==> config.mk <==
export PLATFORM = sky130hd
export DESIGN_NAME = tdccal_ctrl
export DESIGN_NICKNAME = d
export VERILOG_FILES = /design/src/rtl/core/tdccal_pkg.sv /design/src/rtl/core/tdccal_ctrl.sv
export VERILOG_INCLUDE_DIRS = /design/src /design/src/rtl/core
export SDC_FILE = /design/constraint.sdc
export NUM_CORES = 1
export LEC_CHECK = 0
export ABC_AREA = 1
export BUFFER_PORTS_ARGS = -buffer_cell sky130_fd_sc_hd__buf_2
export CAP_MARGIN = 25
export CORE_MARGIN = 8
export CORE_UTILIZATION = 48
export CTS_BUF_LIST = sky130_fd_sc_hd__clkbuf_4 sky130_fd_sc_hd__clkbuf_8
export CTS_CLUSTER_SIZE = 10
export DETAILED_ROUTE_END_ITERATION = 10
export PLACE_DENSITY = 0.76
export SLEW_MARGIN = 40
export SYNTH_ARGS = -nofsm -noshare
export SYNTH_HDL_FRONTEND = slang
export SYNTH_SLANG_ARGS = --single-unit
==> constraint.sdc <==
create_clock -name clk -period 1.5 [get_ports clk]
set_input_delay 0.3 -clock clk [delete_from_list [all_inputs] [get_ports clk]]
set_output_delay 0.3 -clock clk [all_outputs]
set_load 0.01 [all_outputs]
==> src/rtl/core/tdc_code_density_calibrator_top_assert.svh <==
`ifndef TDC_CODE_DENSITY_CALIBRATOR_TOP_ASSERT_SVH
`define TDC_CODE_DENSITY_CALIBRATOR_TOP_ASSERT_SVH

// same-cycle implication, checked on clk outside reset
`define TDCCAL_ASSERT_NOW(lbl, ante, cons) \
	lbl: assert property (@(posedge clk) disable iff (!arst_n) (ante) |-> (cons)) \
		else $error("tdccal assertion failed");

// next-cycle implication
`define TDCCAL_ASSERT_NEXT(lbl, ante, cons) \
	lbl: assert property (@(posedge clk) disable iff (!arst_n) (ante) |=> (cons)) \
		else $error("tdccal assertion failed");

`endif

==> src/rtl/core/tdccal_pkg.sv <==
package tdccal_pkg;

	localparam int NUM_TDC      = 4;
	localparam int NUM_CHANNELS = 33;
	localparam int FINE_BINS    = 1024;
	localparam int FRAC_BITS    = 12;

	localparam int NUM_CELLS  = NUM_TDC * NUM_CHANNELS;
	localparam int HIST_DEPTH = NUM_CELLS * FINE_BINS;
	localparam int HIST_AW    = $clog2(HIST_DEPTH);
	localparam int CELL_AW    = $clog2(NUM_CELLS);
	localparam int FINE_AW    = $clog2(FINE_BINS);

	localparam int CORR_DEPTH   = 64;
	localparam int CORR_AW      = 6;
	localparam int CORR_PER_TDC = 16;

	localparam int NS_PER_TICK  = 5;
	localparam int NS_PER_EPOCH = 10240;
	localparam int LIN_HALF     = 512;
	localparam int FULL_SPAN    = NS_PER_TICK << FRAC_BITS;
	localparam int FT_W         = $clog2(FULL_SPAN + 1);

	localparam int SUM_W  = 32 + $clog2(FINE_BINS);
	localparam int DEN_W  = SUM_W + 1;
	localparam int REM_W  = DEN_W + 1;
	localparam int DVD_W  = DEN_W + 3 + FRAC_BITS;
	localparam int DIV_CW = $clog2(FT_W);

	localparam int TIME_W = 55;
	localparam logic [15:0] MIN_ENTRIES_RESET = 16'd100;

	localparam int CLR_LEN = (HIST_DEPTH > CORR_DEPTH) ? HIST_DEPTH : CORR_DEPTH;
	localparam int CLR_W   = $clog2(CLR_LEN + 1);

	localparam logic [1:0] REQ_HIT  = 2'd0;
	localparam logic [1:0] REQ_CAL  = 2'd1;
	localparam logic [1:0] REQ_CORR = 2'd2;
	localparam logic [1:0] REQ_ALL  = 2'd3;

	typedef struct packed {
		logic clr_step;
		logic latch;
		logic hit_rd;
		logic hit_wb;
		logic bin_clr;
		logic sum_clr;
		logic sum_rd;
		logic bin_inc;
		logic cum_clr;
		logic tab_ld;
		logic div_step;
		logic tab_wr;
		logic set_done;
		logic cfg_exec;
		logic out_load;
		logic out_hit;
		logic out_status;
	} cmd_t;

	typedef struct packed {
		logic [1:0] req_in;
		logic       clr_last;
		logic       bin_last;
		logic       div_last;
		logic       cal_ok;
		logic       sum_zero;
	} sts_t;

	// linear fine time, the fine-table content until a channel is calibrated
	function automatic logic [FT_W-1:0] lin_fine(input logic [FINE_AW-1:0] f);
		longint v;
		v = longint'(FULL_SPAN);
		if (longint'(f) < longint'(LIN_HALF))
			v = ((longint'(NS_PER_TICK) * (longint'(f) + 1)) << FRAC_BITS) / LIN_HALF;
		if (v > longint'(FULL_SPAN))
			v = longint'(FULL_SPAN);
		return FT_W'(v);
	endfunction

endpackage

==> src/rtl/core/tdccal_ctrl.sv <==
`include "tdc_code_density_calibrator_top_assert.svh"

module tdccal_ctrl (
	input  logic              clk,
	input  logic              arst_n,
	input  logic              start,
	output logic              busy,
	input  tdccal_pkg::sts_t  sts,
	output tdccal_pkg::cmd_t  cmd
);

	typedef enum logic [13:0] {
		S_IDLE     = 14'b00000000000001,
		S_CLEAR    = 14'b00000000000010,
		S_HIT_RD   = 14'b00000000000100,
		S_HIT_WB   = 14'b00000000001000,
		S_CAL_RD   = 14'b00000000010000,
		S_CAL_CHK  = 14'b00000000100000,
		S_SUM_RUN  = 14'b00000001000000,
		S_SUM_TAIL = 14'b00000010000000,
		S_SUM_CHK  = 14'b00000100000000,
		S_TAB_RD   = 14'b00001000000000,
		S_TAB_LD   = 14'b00010000000000,
		S_TAB_DIV  = 14'b00100000000000,
		S_TAB_WR   = 14'b01000000000000,
		S_CFG      = 14'b10000000000000
	} state_t;

	state_t state_q, state_nx;

	assign busy = (state_q != S_IDLE);

	always_comb begin
		state_nx = state_q;
		cmd      = '0;
		case (state_q)
			S_CLEAR: begin
				cmd.clr_step = 1'b1;
				if (sts.clr_last)
					state_nx = S_IDLE;
			end
			S_IDLE: begin
				if (start) begin
					cmd.latch = 1'b1;
					if (sts.req_in == tdccal_pkg::REQ_HIT)
						state_nx = S_HIT_RD;
					else if (sts.req_in == tdccal_pkg::REQ_CAL)
						state_nx = S_CAL_RD;
					else
						state_nx = S_CFG;
				end
			end
			S_HIT_RD: begin
				cmd.hit_rd = 1'b1;
				state_nx   = S_HIT_WB;
			end
			S_HIT_WB: begin
				cmd.hit_wb   = 1'b1;
				cmd.out_load = 1'b1;
				cmd.out_hit  = 1'b1;
				state_nx     = S_IDLE;
			end
			S_CAL_RD: begin
				cmd.bin_clr = 1'b1;
				cmd.sum_clr = 1'b1;
				state_nx    = S_CAL_CHK;
			end
			S_CAL_CHK: begin
				if (!sts.cal_ok) begin
					cmd.out_load   = 1'b1;
					cmd.out_status = 1'b1;
					state_nx       = S_IDLE;
				end else begin
					state_nx = S_SUM_RUN;
				end
			end
			S_SUM_RUN: begin
				cmd.sum_rd  = 1'b1;
				cmd.bin_inc = 1'b1;
				if (sts.bin_last)
					state_nx = S_SUM_TAIL;
			end
			S_SUM_TAIL: begin
				state_nx = S_SUM_CHK;
			end
			S_SUM_CHK: begin
				if (sts.sum_zero) begin
					cmd.out_load   = 1'b1;
					cmd.out_status = 1'b1;
					state_nx       = S_IDLE;
				end else begin
					cmd.cum_clr = 1'b1;
					state_nx    = S_TAB_RD;
				end
			end
			S_TAB_RD: begin
				state_nx = S_TAB_LD;
			end
			S_TAB_LD: begin
				cmd.tab_ld = 1'b1;
				state_nx   = S_TAB_DIV;
			end
			S_TAB_DIV: begin
				cmd.div_step = 1'b1;
				if (sts.div_last)
					state_nx = S_TAB_WR;
			end
			S_TAB_WR: begin
				cmd.tab_wr  = 1'b1;
				cmd.bin_inc = 1'b1;
				if (sts.bin_last) begin
					cmd.set_done = 1'b1;
					cmd.out_load = 1'b1;
					state_nx     = S_IDLE;
				end else begin
					state_nx = S_TAB_RD;
				end
			end
			S_CFG: begin
				cmd.cfg_exec = 1'b1;
				cmd.out_load = 1'b1;
				state_nx     = S_IDLE;
			end
			default: begin
				state_nx = S_IDLE;
			end
		endcase
	end

	always_ff @(posedge clk or negedge arst_n) begin
		if (!arst_n)
			state_q <= S_CLEAR;
		else
			state_q <= state_nx;
	end

	`TDCCAL_ASSERT_NEXT(a_out_then_idle, cmd.out_load, state_q == S_IDLE)
	`TDCCAL_ASSERT_NOW(a_no_out_in_clear, state_q == S_CLEAR, !cmd.out_load && !start || !cmd.latch)
	`TDCCAL_ASSERT_NEXT(a_div_to_write, state_q == S_TAB_DIV && sts.div_last, state_q == S_TAB_WR)
	`TDCCAL_ASSERT_NEXT(a_accept_leaves_idle, cmd.latch,
		state_q == S_HIT_RD || state_q == S_CAL_RD || state_q == S_CFG)

endmodule

==> metrics.md, run 1 <==
| Metric | Value |
|---|---|
| Die width | 61.8 um |
| Status | did not finish |
| Clock Path Buffers | 2 |
| Placed instance count | 228 |
| Grt repair worst endpoint | cmd[2] |
| Routability cong. | 0.911 |
| TritonCTS Buffers | 3 |
| I/O pins | 28 |
| Largest net degree at the start of global routing | 15 |
| Fail Step | global routing |
| Die height | 61.8 um |
| Syn_area_per_cell | 6.81 um2 |
| Root Buffer | clkbuf_4 |
| Synth Instances | 148 |
| Seq/Total Area, Yosys | 0.349 |
| Synth cell types | 21 |
| IO Port Bufs | 27 |
| FF+latch count, synth | 14 |
| Worst End Pin Type | primary output |
| Initial antenna violation count | 0 |
| Placement Rows | 16 |
| Synthesized area | 1010 um2 |
| Mapped Nets | 158 |
| HPWL Detailed | 2420 um |
| CTS H-tree lvls | 1 |
| CTS Sinks | 14 |
| Initial core utilization | 0.513 |
| Setup Slack @ Placement | -170 ps |
| Tool error | [ERROR DPL-0033] detailed placement checks failed during check placement. |
| Warnings, synthesis | 0 |
-- cells in the mapped netlist --
| master | instances | area share |
|---|---|---|
| buf_4 | 2 | 0.015 |
| nand3b_1 | 2 | 0.015 |
| nor2_4 | 2 | 0.022 |
| nor3_4 | 2 | 0.032 |
| o22ai_1 | 1 | 0.0062 |
| nand2_1 | 36 | 0.13 |
| nand3_1 | 8 | 0.040 |
| nor2_1 | 33 | 0.12 |
| nor2_8 | 1 | 0.020 |
| nand3_2 | 1 | 0.0099 |
| dfrtp_1 | 13 | 0.32 |
| o21ai_1 | 1 | 0.0050 |
| nor3_2 | 2 | 0.020 |
| nor3_1 | 3 | 0.015 |
| nor2_2 | 7 | 0.043 |
| dfstp_2 | 1 | 0.026 |
| nand2_2 | 4 | 0.025 |
| nand4_1 | 1 | 0.0062 |
| inv_2 | 3 | 0.011 |
| inv_1 | 23 | 0.086 |
| nand2_4 | 2 | 0.022 |
-- cell families after synthesis --
logic type	after synthesis	share of synthesized area
AOI/OAI and AO/OA	2	0.0112
buffers and inverters	28	0.112
DFF	14	0.349
and+or+nand+nor	104	0.528
-- per-stage QoR --
| stage | setup TNS (ps) | cell area, um2 | util |
|---|---|---|---|
| after CTS | -7160 | 1730 | 0.880 |
| after global placement | -636 | 1400 | 0.715 |
| after detailed placement | -2020 | 1400 | 0.715 |
| after floorplan | -60.5 | 1040 | - |
-- what timing repair did --
action | in CTS
buffers inserted | 16
resized for setup | 42
setup endpoints to repair | 25
hold endpoints to repair | 13
cloned | 0
hold buffers | 1
pin swaps | 13
==> inputs of run 2 (changes only) <==
- CORE_AREA: not set -> 8 8 69 71
- CORE_MARGIN: 8 -> not set
- CORE_UTILIZATION: 48 -> not set
- CTS_BUF_LIST: sky130_fd_sc_hd__clkbuf_4 sky130_fd_sc_hd__clkbuf_8 -> not set
- CTS_CLUSTER_SIZE: 10 -> not set
- DIE_AREA: not set -> 0 0 77 79
- PLACE_DENSITY: 0.76 -> not set
- PLACE_DENSITY_LB_ADDON: not set -> 0.15
- clock period: 1.5 -> 2 ns (I/O delays scaled with it)
==> metrics.md, run 2 <==
| Metric | Value |
|---|---|
| Status | finished, violations left |
| Failing checks | setup timing |
| Post-route DRC violation count | 0 |
| Setup slack, reg-to-reg | 320 ps |
| Final-stage net count | 201 |
| Initial antenna violation count | 0 |
| Crit path kind | reg2out |
| HPWL Detailed | 2170 um |
| R2r worst-path depth | 10 |
| CTS tree | built |
| DP Area | 1190 um2 |
| Area growth, synth to finish | 40.1% |
| Area share of the largest cell type after synthesis | 0.323 |
| Synth Area in Compound Gates | 0.0112 |
| Final min period | 2020 ps |
| Reg2Reg Launch Point | state_q[6] |
| CTS H-tree lvls | 1 |
| XOR/XNOR Fraction of Synth Area | 0 |
| Fill cells | 423 |
| VDD IR-drop max | 440 uV |
| Final setup viols | 1 |
| Setup WS post-layout | -15.7 ps |
| Post-synthesis async set-or-reset flop share | 1.00 |
| CTS Hold Bufs | 0 |
| MaxCap Viol Count | 0 |
| Fin area | 1410 um2 |
| Avg WL per Cell | 11.7 um |
| Reg with most FFs | state_q |
| Initial DRC count | 28 |
| Most frequent cells in the layout | nand2_1, nor2_1, buf_2 |
| Post-synth EDFFs | 0 |
| DR vias/cell | 4.28 |
| Pwr dens | 1120 nW/um2 |
| FF+latch count, synth | 14 |
| Synthesized area | 1010 um2 |
| Root Buffer | clkbuf_8 |
| Slowest cell delay on critical path | 390 ps |
| Arr. time, crit path | 1620 ps |
| Tcrit/Tclk final | 1.01 |
| Die height | 79 um |
| Post-synth top cells | nand2_1, nor2_1, inv_1, dfrtp_1, nand3_1 |
| Synth cell types | 21 |
| Total power | 1.59 mW |
| Fin cells | 240 |
| Routability cong. | 0.884 |
| CP Cell Sequence | nor2_2 -> nand2_2 -> nor2_4 -> nand3_1 -> o21ai_2 -> nor2_2 -> nand3b_1 -> buf_2 |
| Placed instance count | 223 |
| CP required | 1600 ps |
| Synth Instances | 148 |
| Largest cells by area after synthesis | dfrtp_1, nand2_1, nor2_1, inv_1, nor2_2 |
| Total gr overflow | 0 |
| CP Launch Type | register |
| Reg clk slew, reported paths | 70 ps |
| Die width | 77 um |
| GRT Total Usage | 0.0986 |
| Routed wire length | 2820 um |
| Final Skew | 4.37 ps |
| Worst-Margin Slew | 371 ps |
| Seq/Total Area, Yosys | 0.349 |
| Largest register FFs | 14 |
| Most Frequent Cell on Critical Path | nor2_2 |
| I/O pins | 28 |
| RR Endpoint | state_q[7] |
| Synth Flop Type | dfrtp_1 |
| Tightest Hold Check Type | in2async |
| Final Max Slew Viols | 0 |
| Pleak | 0.838 nW |
| Placement Rows | 23 |
| First-pass iteration count of the detailed router | 4 |
| Setup crit end kind | primary output |
| Simple-Gate Fraction of Synth Area | 0.528 |
| CTS Sinks | 14 |
| Count leader, synth | nand2_1 |
| Worst skew pair latency | 260 ps |
| Mapped Nets | 158 |
| Dominant cell type by area after synthesis | dfrtp_1 |
| Post-layout util | 0.372 |
| Ant diodes | 0 |
| Core footprint | 3800 um2 |
| Clock Path Buffers | 2 |
| Post-route ant nets | 0 |
| Share of cells above drive strength 1 | 0.405 |
| Setup repair after global routing missed its margin | true |
| Warnings, synthesis | 0 |
| Max Fclk | 496 MHz |
| Initial core utilization | 0.265 |
| Top Registers | state_q x14 |
| Relative slew slack | 0.752 |
| Syn_area_per_cell | 6.81 um2 |
| Setup TNS | -15.7 ps |
| Commonest non-fill, non-tap cell in the layout | nand2_1 |
| Fin. Hold Viols | 0 |
| Die area | 6080 um2 |
| Post-synthesis mux area share | 0 |
| Largest net degree at the start of global routing | 15 |
| Vias | 1027 |
| TritonCTS Buffers | 3 |
| Synthesized-area fraction occupied by adder cells | 0 |
| Slowest CP cell | dfrtp_1 |
| IO Port Bufs | 27 |
| First-pass GRT wire length | 4840 um |
| Main combinational cell family by area after synthesis | simple AND/OR/NAND/NOR gates |
| Vias in the first global route | 1054 |
| Critical path peak fanout | 3 |
-- run 2: cell counts after synthesis --
No cell type changed its count.
-- run 2: worst max-delay path by stage --
stage	startpoint	endpoint	slack (ps)
detailed placement	state_q[5]	cmd[2]	120
finish	state_q[6]	cmd[2]	-20
global placement	state_q[7]	cmd[2]	130
floorplan	state_q[10]	cmd[12]	280
global route	state_q[6]	cmd[2]	-170
CTS	state_q[11]	cmd[15]	-40
-- run 2: area by class of cell --
type / instances / area (um2) / area share
flip-flops and latches: 14 / 352 / 0.249
multi-input cells: 106 / 589 / 0.418
repair buffers: 40 / 255 / 0.181
clock buffers: 4 / 55.1 / 0.0390
well taps: 50 / 62.6 / 0.0443
inverters: 26 / 97.6 / 0.0691
-- run 2: layer usage --
metal | vias up | routed length [um] | track usage
met5 | - | 0 | 0
met4 | 0 | 65 | 0.0453
met3 | 6 | 190 | 0.0339
met2 | 26 | 1460 | 0.173
met1 | 462 | 1100 | 0.105
li1 | 533 | - | -
-- run 2: worst max-delay path, delay by kind of cell, from the launching register on --
kind                   cells  cell delay [ps]
AOI/OAI and AO/OA          1               90
DFF                        1              390
and+or+nand+nor            6              740
buffers and inverters      1              130
-- run 2: repair_timing --
item / in CTS / in global routing
gates resized for setup: 6 / 12
pin swaps: 8 / 10
endpoints found under the setup margin: 2 / 16
endpoints found under the hold margin: 0 / 0
setup buffers: 9 / 4
-- run 2: cell families (layout without fill, tap and decap cells) --
group,after synthesis,count (layout)
AOI/OAI and AO/OA,2,2
and+or+nand+nor,104,104
buffers and inverters,28,70
DFF,14,14
-- run 2: power by group --
group | total, mW | switching [mW] | internal (mW) | leakage, nW
registers | 0.354 | 0.0341 | 0.320 | 0.188
logic | 0.940 | 0.521 | 0.419 | 0.621
clock network | 0.294 | 0.119 | 0.175 | 0.0288
-- run 2: stage by stage --
step                      hold WS [ps]  setup slack, ps
final                             42.5            -15.7
after detailed placement           332              121
after global placement             330              132
after floorplan                    104              285
after global routing              72.9             -171
after CTS                         56.4            -37.7
Note: power is estimated with default switching activity, not from simulation.
